$ cat src/rtl/core/tthc_pkg.sv
// Package for the touch tap/hold classifier.
// Holds register defaults, register indexes, event codes and shared types.
// No dependencies.
`default_nettype none

package tthc_pkg;

    localparam int DEF_TIME_WIDTH = 32;
    localparam int CFG_WIDTH      = 16;
    localparam int CFG_IDX_WIDTH  = 2;
    localparam int OUT_TIME_WIDTH = 32;
    localparam int IN_TIME_WIDTH  = 32;

    localparam logic [CFG_WIDTH-1:0] DEBOUNCE_RESET = 16'd50;
    localparam logic [CFG_WIDTH-1:0] TAP_MAX_RESET  = 16'd300;
    localparam logic [CFG_WIDTH-1:0] HOLD_MIN_RESET = 16'd1000;

    typedef enum logic [CFG_IDX_WIDTH-1:0] {
        REG_DEBOUNCE    = 2'd0,
        REG_TAP_MAX     = 2'd1,
        REG_HOLD_MIN    = 2'd2,
        REG_CHIN_ENABLE = 2'd3
    } tthc_reg_idx_t;

    typedef enum logic [2:0] {
        EV_NONE       = 3'd0,
        EV_TAP        = 3'd1,
        EV_HOLD_START = 3'd2,
        EV_HOLDING    = 3'd3,
        EV_HOLD_END   = 3'd4
    } tthc_event_t;

    // per-channel decode of one sample
    typedef struct packed {
        logic level_next;    // debounced level after the sample
        logic press;         // accepted rising change
        logic release_;      // accepted falling change
        logic short_press;   // press time below tap limit
        logic hold_reached;  // stable pressed and past hold minimum
        logic held;          // pressed after sample and hold time >= hold minimum
    } tthc_chan_t;

endpackage

`default_nettype wire

$ cat src/rtl/core/tthc_channel.sv
// Debounce and press-timing logic for one touch channel, purely combinational.
// Depends on tthc_pkg.
`default_nettype none

module tthc_channel #(
    parameter int TIME_WIDTH = tthc_pkg::DEF_TIME_WIDTH
) (
    input  wire logic [TIME_WIDTH-1:0]                now,
    input  wire logic                                 raw,
    input  wire logic                                 level,
    input  wire logic [TIME_WIDTH-1:0]                agree_stamp,
    input  wire logic [TIME_WIDTH-1:0]                press_stamp,
    input  wire logic [tthc_pkg::CFG_WIDTH-1:0]       debounce,
    input  wire logic [tthc_pkg::CFG_WIDTH-1:0]       tap_max,
    input  wire logic [tthc_pkg::CFG_WIDTH-1:0]       hold_min,
    output tthc_pkg::tthc_chan_t                      st,
    output logic [TIME_WIDTH-1:0]                     agree_next,
    output logic [TIME_WIDTH-1:0]                     press_next,
    output logic [tthc_pkg::OUT_TIME_WIDTH-1:0]       hold_time
);

    logic [TIME_WIDTH-1:0] since_agree;
    logic [TIME_WIDTH-1:0] since_press;
    logic [TIME_WIDTH-1:0] held_for;
    logic [TIME_WIDTH+tthc_pkg::CFG_WIDTH-1:0] deb_w;
    logic [TIME_WIDTH+tthc_pkg::CFG_WIDTH-1:0] tap_w;
    logic [TIME_WIDTH+tthc_pkg::CFG_WIDTH-1:0] hold_w;
    logic [TIME_WIDTH+tthc_pkg::OUT_TIME_WIDTH-1:0] held_w;
    logic differs;
    logic accept_chg;

    assign since_agree = now - agree_stamp;
    assign since_press = now - press_stamp;
    assign deb_w  = {{TIME_WIDTH{1'b0}}, debounce};
    assign tap_w  = {{TIME_WIDTH{1'b0}}, tap_max};
    assign hold_w = {{TIME_WIDTH{1'b0}}, hold_min};

    assign differs    = raw != level;
    assign accept_chg = differs && (since_agree >= deb_w[TIME_WIDTH-1:0]);

    assign agree_next = (!differs || accept_chg) ? now : agree_stamp;
    assign press_next = (accept_chg && raw) ? now : press_stamp;

    // a fresh press reads as zero time
    assign held_for = (level && !accept_chg) ? since_press : '0;
    assign held_w   = {{tthc_pkg::OUT_TIME_WIDTH{1'b0}}, held_for};
    assign hold_time = held_w[tthc_pkg::OUT_TIME_WIDTH-1:0];

    always_comb
    begin
        st.level_next   = accept_chg ? raw : level;
        st.press        = accept_chg && raw;
        st.release_     = accept_chg && !raw;
        st.short_press  = since_press < tap_w[TIME_WIDTH-1:0];
        st.hold_reached = !differs && level && (since_press >= hold_w[TIME_WIDTH-1:0]);
        st.held         = st.level_next && (held_for >= hold_w[TIME_WIDTH-1:0]);
    end

endmodule

`default_nettype wire

$ cat src/rtl/core/touch_tap_hold_classifier.sv
// Touch tap/hold classifier top level: config registers, input word register,
// channel state and result word register. Depends on tthc_pkg, tthc_channel.
//
// Usage:
// - Input channel (in_valid/in_ready) carries one sample word: now_ms,
//   head_raw, chin_raw. Output channel (out_valid/out_ready) carries one
//   result word per sample, in order.
// - Config port: cfg_we with cfg_index/cfg_data writes one register per
//   cycle; write only while no word is in flight.
// - Path: an accepted word passes through the input register, then the
//   result register.
// - Throughput: one word per cycle while out_ready is high. Debounce and
//   classify logic sit in one combinational pass between both registers.
// - Stall: while out_ready is low the result word holds, the input register
//   keeps its word and in_ready falls once both are full; nothing is lost.
// - Reset: registers return to their defaults (debounce 50, tap 300,
//   hold 1000, chin off), all channel state clears, both channels go empty.
// - Chin disabled: chin state is frozen and all chin result fields are 0.
`default_nettype none

module touch_tap_hold_classifier #(
    parameter int TIME_WIDTH = tthc_pkg::DEF_TIME_WIDTH
) (
    input  wire logic                                  clk,
    input  wire logic                                  rst_n,
    input  wire logic                                  cfg_we,
    input  wire logic [tthc_pkg::CFG_IDX_WIDTH-1:0]    cfg_index,
    input  wire logic [tthc_pkg::CFG_WIDTH-1:0]        cfg_data,
    input  wire logic                                  in_valid,
    output logic                                       in_ready,
    input  wire logic [tthc_pkg::IN_TIME_WIDTH-1:0]    now_ms,
    input  wire logic                                  head_raw,
    input  wire logic                                  chin_raw,
    output logic                                       out_valid,
    input  wire logic                                  out_ready,
    output logic [2:0]                                 head_event,
    output logic [2:0]                                 chin_event,
    output logic                                       head_pressed,
    output logic                                       chin_pressed,
    output logic                                       head_held,
    output logic                                       chin_held,
    output logic [tthc_pkg::OUT_TIME_WIDTH-1:0]        head_hold_time,
    output logic [tthc_pkg::OUT_TIME_WIDTH-1:0]        chin_hold_time
);

    localparam int OW = tthc_pkg::OUT_TIME_WIDTH;

    // config
    logic [tthc_pkg::CFG_WIDTH-1:0] debounce_reg;
    logic [tthc_pkg::CFG_WIDTH-1:0] tap_max_reg;
    logic [tthc_pkg::CFG_WIDTH-1:0] hold_min_reg;
    logic                           chin_en_reg;

    // input word
    logic                  in_v_reg;
    logic [TIME_WIDTH-1:0] now_reg;
    logic                  head_raw_reg;
    logic                  chin_raw_reg;
    logic [TIME_WIDTH+tthc_pkg::IN_TIME_WIDTH-1:0] now_wide;

    // channel state
    logic                  head_level_reg, head_level_next;
    logic [TIME_WIDTH-1:0] head_agree_reg, head_agree_next;
    logic [TIME_WIDTH-1:0] head_press_reg, head_press_next;
    logic                  head_sent_reg, head_sent_next;
    logic                  chin_level_reg, chin_level_next;
    logic [TIME_WIDTH-1:0] chin_agree_reg, chin_agree_next;
    logic [TIME_WIDTH-1:0] chin_press_reg, chin_press_next;
    tthc_pkg::tthc_event_t chin_ev_reg, chin_ev_next;

    // result word
    logic                  out_v_reg;
    tthc_pkg::tthc_event_t head_ev_out_reg, head_ev_next;
    logic [2:0]            chin_ev_out_reg;
    logic                  head_pr_reg, chin_pr_reg, head_hd_reg, chin_hd_reg;
    logic [OW-1:0]         head_ht_reg, chin_ht_reg;

    tthc_pkg::tthc_chan_t  head_st, chin_st;
    logic [TIME_WIDTH-1:0] head_agree_c, head_press_c, chin_agree_c, chin_press_c;
    logic [OW-1:0]         head_ht_c, chin_ht_c;
    logic                  advance;

    assign advance  = in_v_reg && (!out_v_reg || out_ready);
    assign in_ready = !in_v_reg || advance;
    assign now_wide = {{TIME_WIDTH{1'b0}}, now_ms};

    always_ff @(posedge clk or negedge rst_n)
    begin
        if (!rst_n)
        begin
            debounce_reg <= tthc_pkg::DEBOUNCE_RESET;
            tap_max_reg  <= tthc_pkg::TAP_MAX_RESET;
            hold_min_reg <= tthc_pkg::HOLD_MIN_RESET;
            chin_en_reg  <= 1'b0;
        end
        else if (cfg_we)
        begin
            case (tthc_pkg::tthc_reg_idx_t'(cfg_index))
                tthc_pkg::REG_DEBOUNCE:    debounce_reg <= cfg_data;
                tthc_pkg::REG_TAP_MAX:     tap_max_reg  <= cfg_data;
                tthc_pkg::REG_HOLD_MIN:    hold_min_reg <= cfg_data;
                tthc_pkg::REG_CHIN_ENABLE: chin_en_reg  <= cfg_data[0];
                default:                   chin_en_reg  <= chin_en_reg;
            endcase
        end
    end

    always_ff @(posedge clk or negedge rst_n)
    begin
        if (!rst_n)
        begin
            in_v_reg <= 1'b0;
        end
        else if (in_ready)
        begin
            in_v_reg <= in_valid;
        end
    end

    always_ff @(posedge clk)
    begin
        if (in_valid && in_ready)
        begin
            now_reg      <= now_wide[TIME_WIDTH-1:0];
            head_raw_reg <= head_raw;
            chin_raw_reg <= chin_raw;
        end
    end

    tthc_channel #(.TIME_WIDTH(TIME_WIDTH)) u_head (
        .now         (now_reg),
        .raw         (head_raw_reg),
        .level       (head_level_reg),
        .agree_stamp (head_agree_reg),
        .press_stamp (head_press_reg),
        .debounce    (debounce_reg),
        .tap_max     (tap_max_reg),
        .hold_min    (hold_min_reg),
        .st          (head_st),
        .agree_next  (head_agree_c),
        .press_next  (head_press_c),
        .hold_time   (head_ht_c)
    );

    tthc_channel #(.TIME_WIDTH(TIME_WIDTH)) u_chin (
        .now         (now_reg),
        .raw         (chin_raw_reg),
        .level       (chin_level_reg),
        .agree_stamp (chin_agree_reg),
        .press_stamp (chin_press_reg),
        .debounce    (debounce_reg),
        .tap_max     (tap_max_reg),
        .hold_min    (hold_min_reg),
        .st          (chin_st),
        .agree_next  (chin_agree_c),
        .press_next  (chin_press_c),
        .hold_time   (chin_ht_c)
    );

    // head classification
    always_comb
    begin
        head_level_next = head_st.level_next;
        head_agree_next = head_agree_c;
        head_press_next = head_press_c;
        head_sent_next  = head_sent_reg;
        head_ev_next    = tthc_pkg::EV_NONE;
        if (head_st.press)
        begin
            head_sent_next = 1'b0;
        end
        else if (head_st.release_)
        begin
            head_sent_next = 1'b0;
            head_ev_next   = head_st.short_press ? tthc_pkg::EV_TAP : tthc_pkg::EV_HOLD_END;
        end
        else if (head_st.hold_reached)
        begin
            head_sent_next = 1'b1;
            head_ev_next   = head_sent_reg ? tthc_pkg::EV_HOLDING : tthc_pkg::EV_HOLD_START;
        end
    end

    // chin classification, frozen when disabled
    always_comb
    begin
        chin_level_next = chin_level_reg;
        chin_agree_next = chin_agree_reg;
        chin_press_next = chin_press_reg;
        chin_ev_next    = chin_ev_reg;
        if (chin_en_reg)
        begin
            chin_level_next = chin_st.level_next;
            chin_agree_next = chin_agree_c;
            chin_press_next = chin_press_c;
            if (chin_st.press)
                chin_ev_next = tthc_pkg::EV_HOLD_START;
            else if (chin_st.release_)
                chin_ev_next = chin_st.short_press ? tthc_pkg::EV_TAP
                                                   : tthc_pkg::EV_HOLD_END;
            else if (chin_raw_reg == chin_level_reg)
            begin
                if (!chin_level_reg)
                    chin_ev_next = tthc_pkg::EV_NONE;
                else if (chin_st.hold_reached)
                    chin_ev_next = tthc_pkg::EV_HOLDING;
            end
        end
    end

    always_ff @(posedge clk or negedge rst_n)
    begin
        if (!rst_n)
        begin
            head_level_reg <= 1'b0;
            head_agree_reg <= '0;
            head_press_reg <= '0;
            head_sent_reg  <= 1'b0;
            chin_level_reg <= 1'b0;
            chin_agree_reg <= '0;
            chin_press_reg <= '0;
            chin_ev_reg    <= tthc_pkg::EV_NONE;
        end
        else if (advance)
        begin
            head_level_reg <= head_level_next;
            head_agree_reg <= head_agree_next;
            head_press_reg <= head_press_next;
            head_sent_reg  <= head_sent_next;
            chin_level_reg <= chin_level_next;
            chin_agree_reg <= chin_agree_next;
            chin_press_reg <= chin_press_next;
            chin_ev_reg    <= chin_ev_next;
        end
    end

    always_ff @(posedge clk or negedge rst_n)
    begin
        if (!rst_n)
        begin
            out_v_reg <= 1'b0;
        end
        else if (advance)
        begin
            out_v_reg <= 1'b1;
        end
        else if (out_ready)
        begin
            out_v_reg <= 1'b0;
        end
    end

    always_ff @(posedge clk)
    begin
        if (advance)
        begin
            head_ev_out_reg <= head_ev_next;
            chin_ev_out_reg <= chin_en_reg ? chin_ev_next : tthc_pkg::EV_NONE;
            head_pr_reg     <= head_st.level_next;
            chin_pr_reg     <= chin_en_reg && chin_st.level_next;
            head_hd_reg     <= head_st.held;
            chin_hd_reg     <= chin_en_reg && chin_st.held;
            head_ht_reg     <= head_ht_c;
            chin_ht_reg     <= chin_en_reg ? chin_ht_c : '0;
        end
    end

    assign out_valid      = out_v_reg;
    assign head_event     = head_ev_out_reg;
    assign chin_event     = chin_ev_out_reg;
    assign head_pressed   = head_pr_reg;
    assign chin_pressed   = chin_pr_reg;
    assign head_held      = head_hd_reg;
    assign chin_held      = chin_hd_reg;
    assign head_hold_time = head_ht_reg;
    assign chin_hold_time = chin_ht_reg;

endmodule

`default_nettype wire

$ cat config.mk
export PLATFORM = sky130hd
export DESIGN_NAME = touch_tap_hold_classifier
export DESIGN_NICKNAME = d
export VERILOG_FILES = /design/src/rtl/core/tthc_pkg.sv /design/src/rtl/core/tthc_channel.sv /design/src/rtl/core/touch_tap_hold_classifier.sv
export SDC_FILE = /design/constraint.sdc
export NUM_CORES = 1
export LEC_CHECK = 0
export ABC_AREA = 1
export BUFFER_PORTS_ARGS = -buffer_cell sky130_fd_sc_hd__buf_2
export CORE_ASPECT_RATIO = 0.7
export CORE_MARGIN = 2
export CORE_UTILIZATION = 65
export DETAILED_ROUTE_END_ITERATION = 8
export PLACE_DENSITY_LB_ADDON = 0.08
export SYNTH_ARGS = -nofsm -noshare
export SYNTH_HDL_FRONTEND = slang
export SYNTH_SLANG_ARGS = --single-unit
export TNS_END_PERCENT = 5
$ cat constraint.sdc
create_clock -name clk -period 13.9 [get_ports clk]
set_clock_uncertainty 0.2 [all_clocks]
set_input_delay 1.39 -clock clk [delete_from_list [all_inputs] [get_ports clk]]
set_output_delay 1.39 -clock clk [all_outputs]
set_load 0.02 [all_outputs]
# [Yosys cells after proc, flatten, opt, wreduce, memory -nomap -nowiden]
# Index checks and enable logic that the tools add are counted.
[word_totals] mem_count=0 inputBits=57 word_cells=106 mem_bits_ro=0 latchBits=0 ramBits=0 out_inout_bits=76 reg_bits=293
[op_classes] n_div=0 order_cmp=8 multipliers=0 reduce_logical=43 bitwise_logic=0 n_shift=0 muxes=20 addsub=4 eq_ne=6
[op_table] operator="$ge 32x16->1" count=6
[op_table] operator="$sub 32x32->32" count=4
[op_table] operator="$lt 32x16->1" count=2
[op_table] operator="$mux 32" count=2
[op_table] operator="$mux 3" count=9
[op_table] operator="$logic_and 1x1->1" count=18
[op_table] operator="$reduce_and 2->1" count=8
[op_table] operator="$logic_not 1->1" count=8
[op_table] operator="$mux 1" count=8
[op_table] operator="$reduce_and 3->1" count=2
[op_table] operator="$eq 2x2->1 const B" count=2
[op_table] operator="$logic_or 1x1->1" count=4
[op_table] operator="$reduce_bool 3->1" count=1
[op_table] operator="$eq 2x1->1 const B" count=1
[op_table] operator="$logic_not 2->1" count=1
[op_table] operator="$mux 2" count=1
[op_table] operator="$ne 1x1->1" count=2
[op_table] operator="$reduce_bool 2->1" count=1
[op_table] operator="$eq 1x1->1" count=1

# [Longest topological paths before layout]
[logic_depth] word_depth=10 mapped_depth=41 depth_no_buf=40

# [Cells and area by module]
# Synthesis repeated with hierarchy kept, for this count alone.
[hier_totals] hier_cells=3775 area_unflattened_um2=25311.8
[modules_own_cells] mod="touch_tap_hold_classifier" area_each_um2=10610.2 cells_per_inst=973 n_inst=1
[modules_own_cells] mod="tthc_channel at u_chin" area_each_um2=7352.1 cells_per_inst=1396 n_inst=1
[modules_own_cells] mod="tthc_channel at u_head" area_each_um2=7349.5 cells_per_inst=1406 n_inst=1

# [Worst setup path before layout]
# No wires, ideal clock.
[synth_path] kind="reg2reg" start="reg now_reg[1]" end="reg chin_hd_reg, in the netlist chin_held (data pin)" setup_time_ps=250 path_stages_with_launch=40 path_slack_ps=8827 period_less_slack_ps=5073 path_buffers=0 t_arrival_ps=4624 required_ps=13450 cell_sequence="edfxtp_1 -> inv_1 -> fa_1 -> o21ai_2 -> nand2_1 -> nand2_1 -> nand2_1 -> nand2_1 -> xor2_1 -> ha_1 -> inv_1 -> nor3_1 -> a211oi_1 -> nand2_1 -> nand2_1 -> nand2_1 -> nor2_1 -> nand3_1 -> (+4 left out) -> or2_1 -> ha_1 -> inv_1 -> nand2_1 -> a21oi_1 -> o21ai_0 -> a21oi_1 -> o21bai_1 -> a21oi_1 -> nor2_1 -> nor2_1 -> o21ai_0 -> nand2_1 -> nand2_1 -> nand3_1 -> nand3_1 -> nand2_1 -> inv_1"
[synth_via] elab_chain_len=9 word_cells_on_any_way=11 cone_classes="add/sub: 2; order compare: 2; mux: 2; reduce/logical: 5"
[synth_lines] element="from (decl)" line_no="touch_tap_hold_classifier.sv:56" source="logic [TIME_WIDTH-1:0] now_reg;"
[synth_lines] element="from (signal assigned)" line_no="touch_tap_hold_classifier.sv:124" source="now_reg <= now_wide[TIME_WIDTH-1:0];"
[synth_lines] element="$sub 32x32->32" line_no="tthc_channel.sv:32" source="assign since_agree = now - agree_stamp;"
[synth_lines] element="$ge 32x16->1" line_no="tthc_channel.sv:39" source="assign accept_chg = differs && (since_agree >= deb_w[TIME_WIDTH-1:0]);"
[synth_lines] element="$logic_and 1x1->1" line_no="tthc_channel.sv:39"
[synth_lines] element="$logic_not 1->1" line_no="tthc_channel.sv:45" source="assign held_for = (level && !accept_chg) ? since_press : '0;"
[synth_lines] element="$logic_and 1x1->1" line_no="tthc_channel.sv:45"
[synth_lines] element="$mux 32" line_no="tthc_channel.sv:45"
[synth_lines] element="$ge 32x16->1" line_no="tthc_channel.sv:56" source="st.held = st.level_next && (held_for >= hold_w[TIME_WIDTH-1:0]);"
[synth_lines] element="$logic_and 1x1->1 (*)" line_no="tthc_channel.sv:56"
[synth_lines] element="$logic_and 1x1->1 (*)" line_no="touch_tap_hold_classifier.sv:262" source="chin_hd_reg <= chin_en_reg && chin_st.held;"
[synth_lines] element="to (signal assigned)" line_no="touch_tap_hold_classifier.sv:262"
[synth_lines] element="to (decl)" line_no="touch_tap_hold_classifier.sv:75" source="logic head_pr_reg, chin_pr_reg, head_hd_reg, chin_hd_reg;"
# Mark *: on every way between the ends. The rest lies on a longest branch, timed or not.
# A chain may end at the register's enable or synchronous reset.

# [Final worst setup path]
# Same ends and word-level chain as after synthesis.

==> metrics.yaml <==
power_and_ir_drop:
  sequentialPowerShare_pct: 22.7
  swShare_pct: 51.4
  pwr-share-clk_pct: 14.1
  net-switching-power_mw: 2.99
  power_density_nw_per_um2: 240
  pwr-share-comb_pct: 63.2
  p_leak_nw: 12.6
  peakVddDrop_mv: 0.134
  internal_power_mw: 2.82
sta:
  rsz0062_at_grt: "false"
  tightestPinTransition_ns: 1.27
  timing.final.ws_setup_ns: 7.16
  finalWorstPathRequiredPeriod_ns: 6.74
  relSlewSlack_pct: 14.9
  post-route-period-util_pct: 48.5
  finalSetupTns_ns: 0
  max_freq_mhz: 148
  setup_viol: 0
  hold_viol: 0
  slew_viol_final: 0
final_layout:
  syn_to_final_growth_pct: 9.24
  drive_above_1_share_pct: 6.59
  nNetsFinal: 3493
  design_area_um2: 24300
  stdcell_count: 3640
  fin_util_pct: 72.3
synthesis:
  syn-num-nets: 3367
  synth_seq_cells: 293
  synth_cell_type_count: 48
  synth_most_common_cell: "nand2_1"
  synth_area_per_cell_um2: 7.27
  synthTopCellsByArea: "dfrtp_1 (19%), edfxtp_1 (15%), ha_1 (14%), nand2_1 (14%), inv_1 (8.7%)"
  ys.flop_type: "dfrtp_1"
  syn_area_um2: 22200
  ys_seq_area_share_pct: 35.5
  synth_largest_area_cell: "dfrtp_1"
  yosys_warnings: 0
  ys_top_cells_by_count: "nand2_1 (812), inv_1 (512), nor2_1 (295)"
  synth_cells: 3054
  synthArstFlopShare_pct: 63.1
  synth_top_area_share_pct: 19.4
  synth-edff-count: 108
worst_setup_path:
  cp-end-kind: "register"
  slowest_stage: "edfxtp_1"
  cpMostUsedCell: "nand2_1"
  cp.required_ns: 14.05
  crit_fanout: 34
  critPathMaxStageDelay_ns: 0.69
  crit_type: "register to register"
  critPathLaunchType: "register"
  crit_arrival_ns: 6.90
place:
  place_inst: 3583
  place_worst_setup_slack_ns: 7.44
  gp_congestion: 1.02
  port_buffers: 132
  place_hpwl_mm: 59.0
  placed_area_um2: 23300
detailed_routing:
  drt_iter0_drc: 3028
  first_pass_iters: 8
  route.detailed.drc: 0
  ant_nets: 0
  post_drt_wl_per_cell_um: 20.2
  vias: 22000
  vias_per_cell: 6.05
  totalWireLength_mm: 73.7
clocking:
  ctsResizeCount: 0
  htree_levels: 1
  ctsRootBufferMaster: "clkbuf_16"
  cts_made_buffers: 30
  cts_sinks: 293
  clock_path_buffers: 3
  clk_pin_slew_ns: 0.07
  cts_tree: "built"
  cts_hold_buf: 0
  postCtsSetupBuffers: 0
  clk_latency_ns: 0.59
floorplanning:
  rows: 56
  core-area_um2: 33600
  fp.dieW_um: 225
  start_util_pct: 66.1
  die_h_um: 159
  die_area_um2: 35700
  pin_count: 133
global_routing:
  grt_max_degree: 78
  grt_first_pass_wirelength_mm: 114
  antenna_found_initial: 2
  grt_overflow: 0
  grt_pass1_vias: 20900
  grt_use_total_pct: 41.5
status:
  outcome: "completed"
job:
  maxCapViolations: 0
min_path:
  min_path_type: "register to register"
==> critical path, delay by kind of cell (launching register included) <==
kind,cells,cell delay (ns)
AO/OA/AOI/OAI,8,1.23
XOR/XNOR,1,0.17
adder cells (fa/ha/maj),3,1.06
buffers and inverters,4,0.41
flip-flops,1,0.69
AND/OR/NAND/NOR,23,2.75
==> placed cells by master (no fill, tap or decap), types with 8 or more instances in the layout <==
master / instances
edfxtp_1: 108
dfrtp_1: 172
o21bai_1: 16
nor3_1: 54
a21o_1: 15
nand2_1: 812
ha_1: 252
buf_2: 131
xor2_1: 68
nand4_1: 37
buf_4: 8
xnor2_1: 9
o21ai_1: 41
clkbuf_16: 32
nor2_1: 295
dfstp_2: 13
nand3_1: 104
o21ai_0: 222
o21a_1: 8
clkbuf_1: 12
a21oi_1: 199
nand3b_1: 12
inv_1: 511
==> layer usage <==
metal	share of wire (%)	vias to the layer above	global-route usage, %
li1	-	10200	-
met1	40	10100	56.1
met2	42	1413	63.5
met3	14	305	12.4
met4	4.4	0	14.9
met5	0	-	0
==> path summary, 6_finish.rpt <==
path                               startpoint                 end  slack (ns)  cells past startpoint
setup / recovery                   now_reg[1]           chin_held        7.16                     39
hold / removal             head_agree_reg[29]  head_agree_reg[29]        0.29                      2
setup reg to reg                   now_reg[1]           chin_held        7.16                     39
hold reg to reg            head_agree_reg[29]  head_agree_reg[29]        0.29                      2
max in group asynchronous               rst_n  chin_press_reg[16]       10.78                      3
min in group asynchronous               rst_n   head_agree_reg[0]        0.53                      1
==> stage by stage <==
stage | total power, mW | hold WS, ns
floorplan | 3.76 | 0.244
global placement | 4.62 | 0.261
detailed placement | 4.82 | 0.273
CTS | 5.67 | 0.288
global route | 6.23 | 0.304
finish | 5.81 | 0.285
==> cells by family (layout without fill, tap and decap cells) <==
family	count (synthesis)	count (layout)	synth area share, %
xor gates and xnor gates	77	77	3.04
adders and majority gates	256	256	14.6
DFF	293	293	35.5
buffers and inverters	560	710	9.59
other	0	1	0
and+or+nand+nor	1336	1336	24.4
AOI/OAI and AO/OA	532	532	12.8
==> layout make-up <==
class | instances | area, um2
Antenna cell | 1 | 2.50
Clock buffer | 44 | 846
Clock inverter | 12 | 133
Fill cell | 2521 | 9310
Inverter | 514 | 1930
Multi-Input combinational cell | 2201 | 12200
Sequential cell | 293 | 7890
Tap cell | 435 | 544
Timing Repair Buffer | 140 | 727
==> power by group through the flow <==
stage / clock, mW / sequential [mW] / combinational [mW]
floorplan: 0 / 1.33 / 2.43
global placement: 0 / 1.30 / 3.32
detailed placement: 0 / 1.32 / 3.50
CTS: 0.825 / 1.31 / 3.53
global route: 0.853 / 1.34 / 4.04
finish: 0.822 / 1.32 / 3.67
Power figures use the tool's default switching activity.
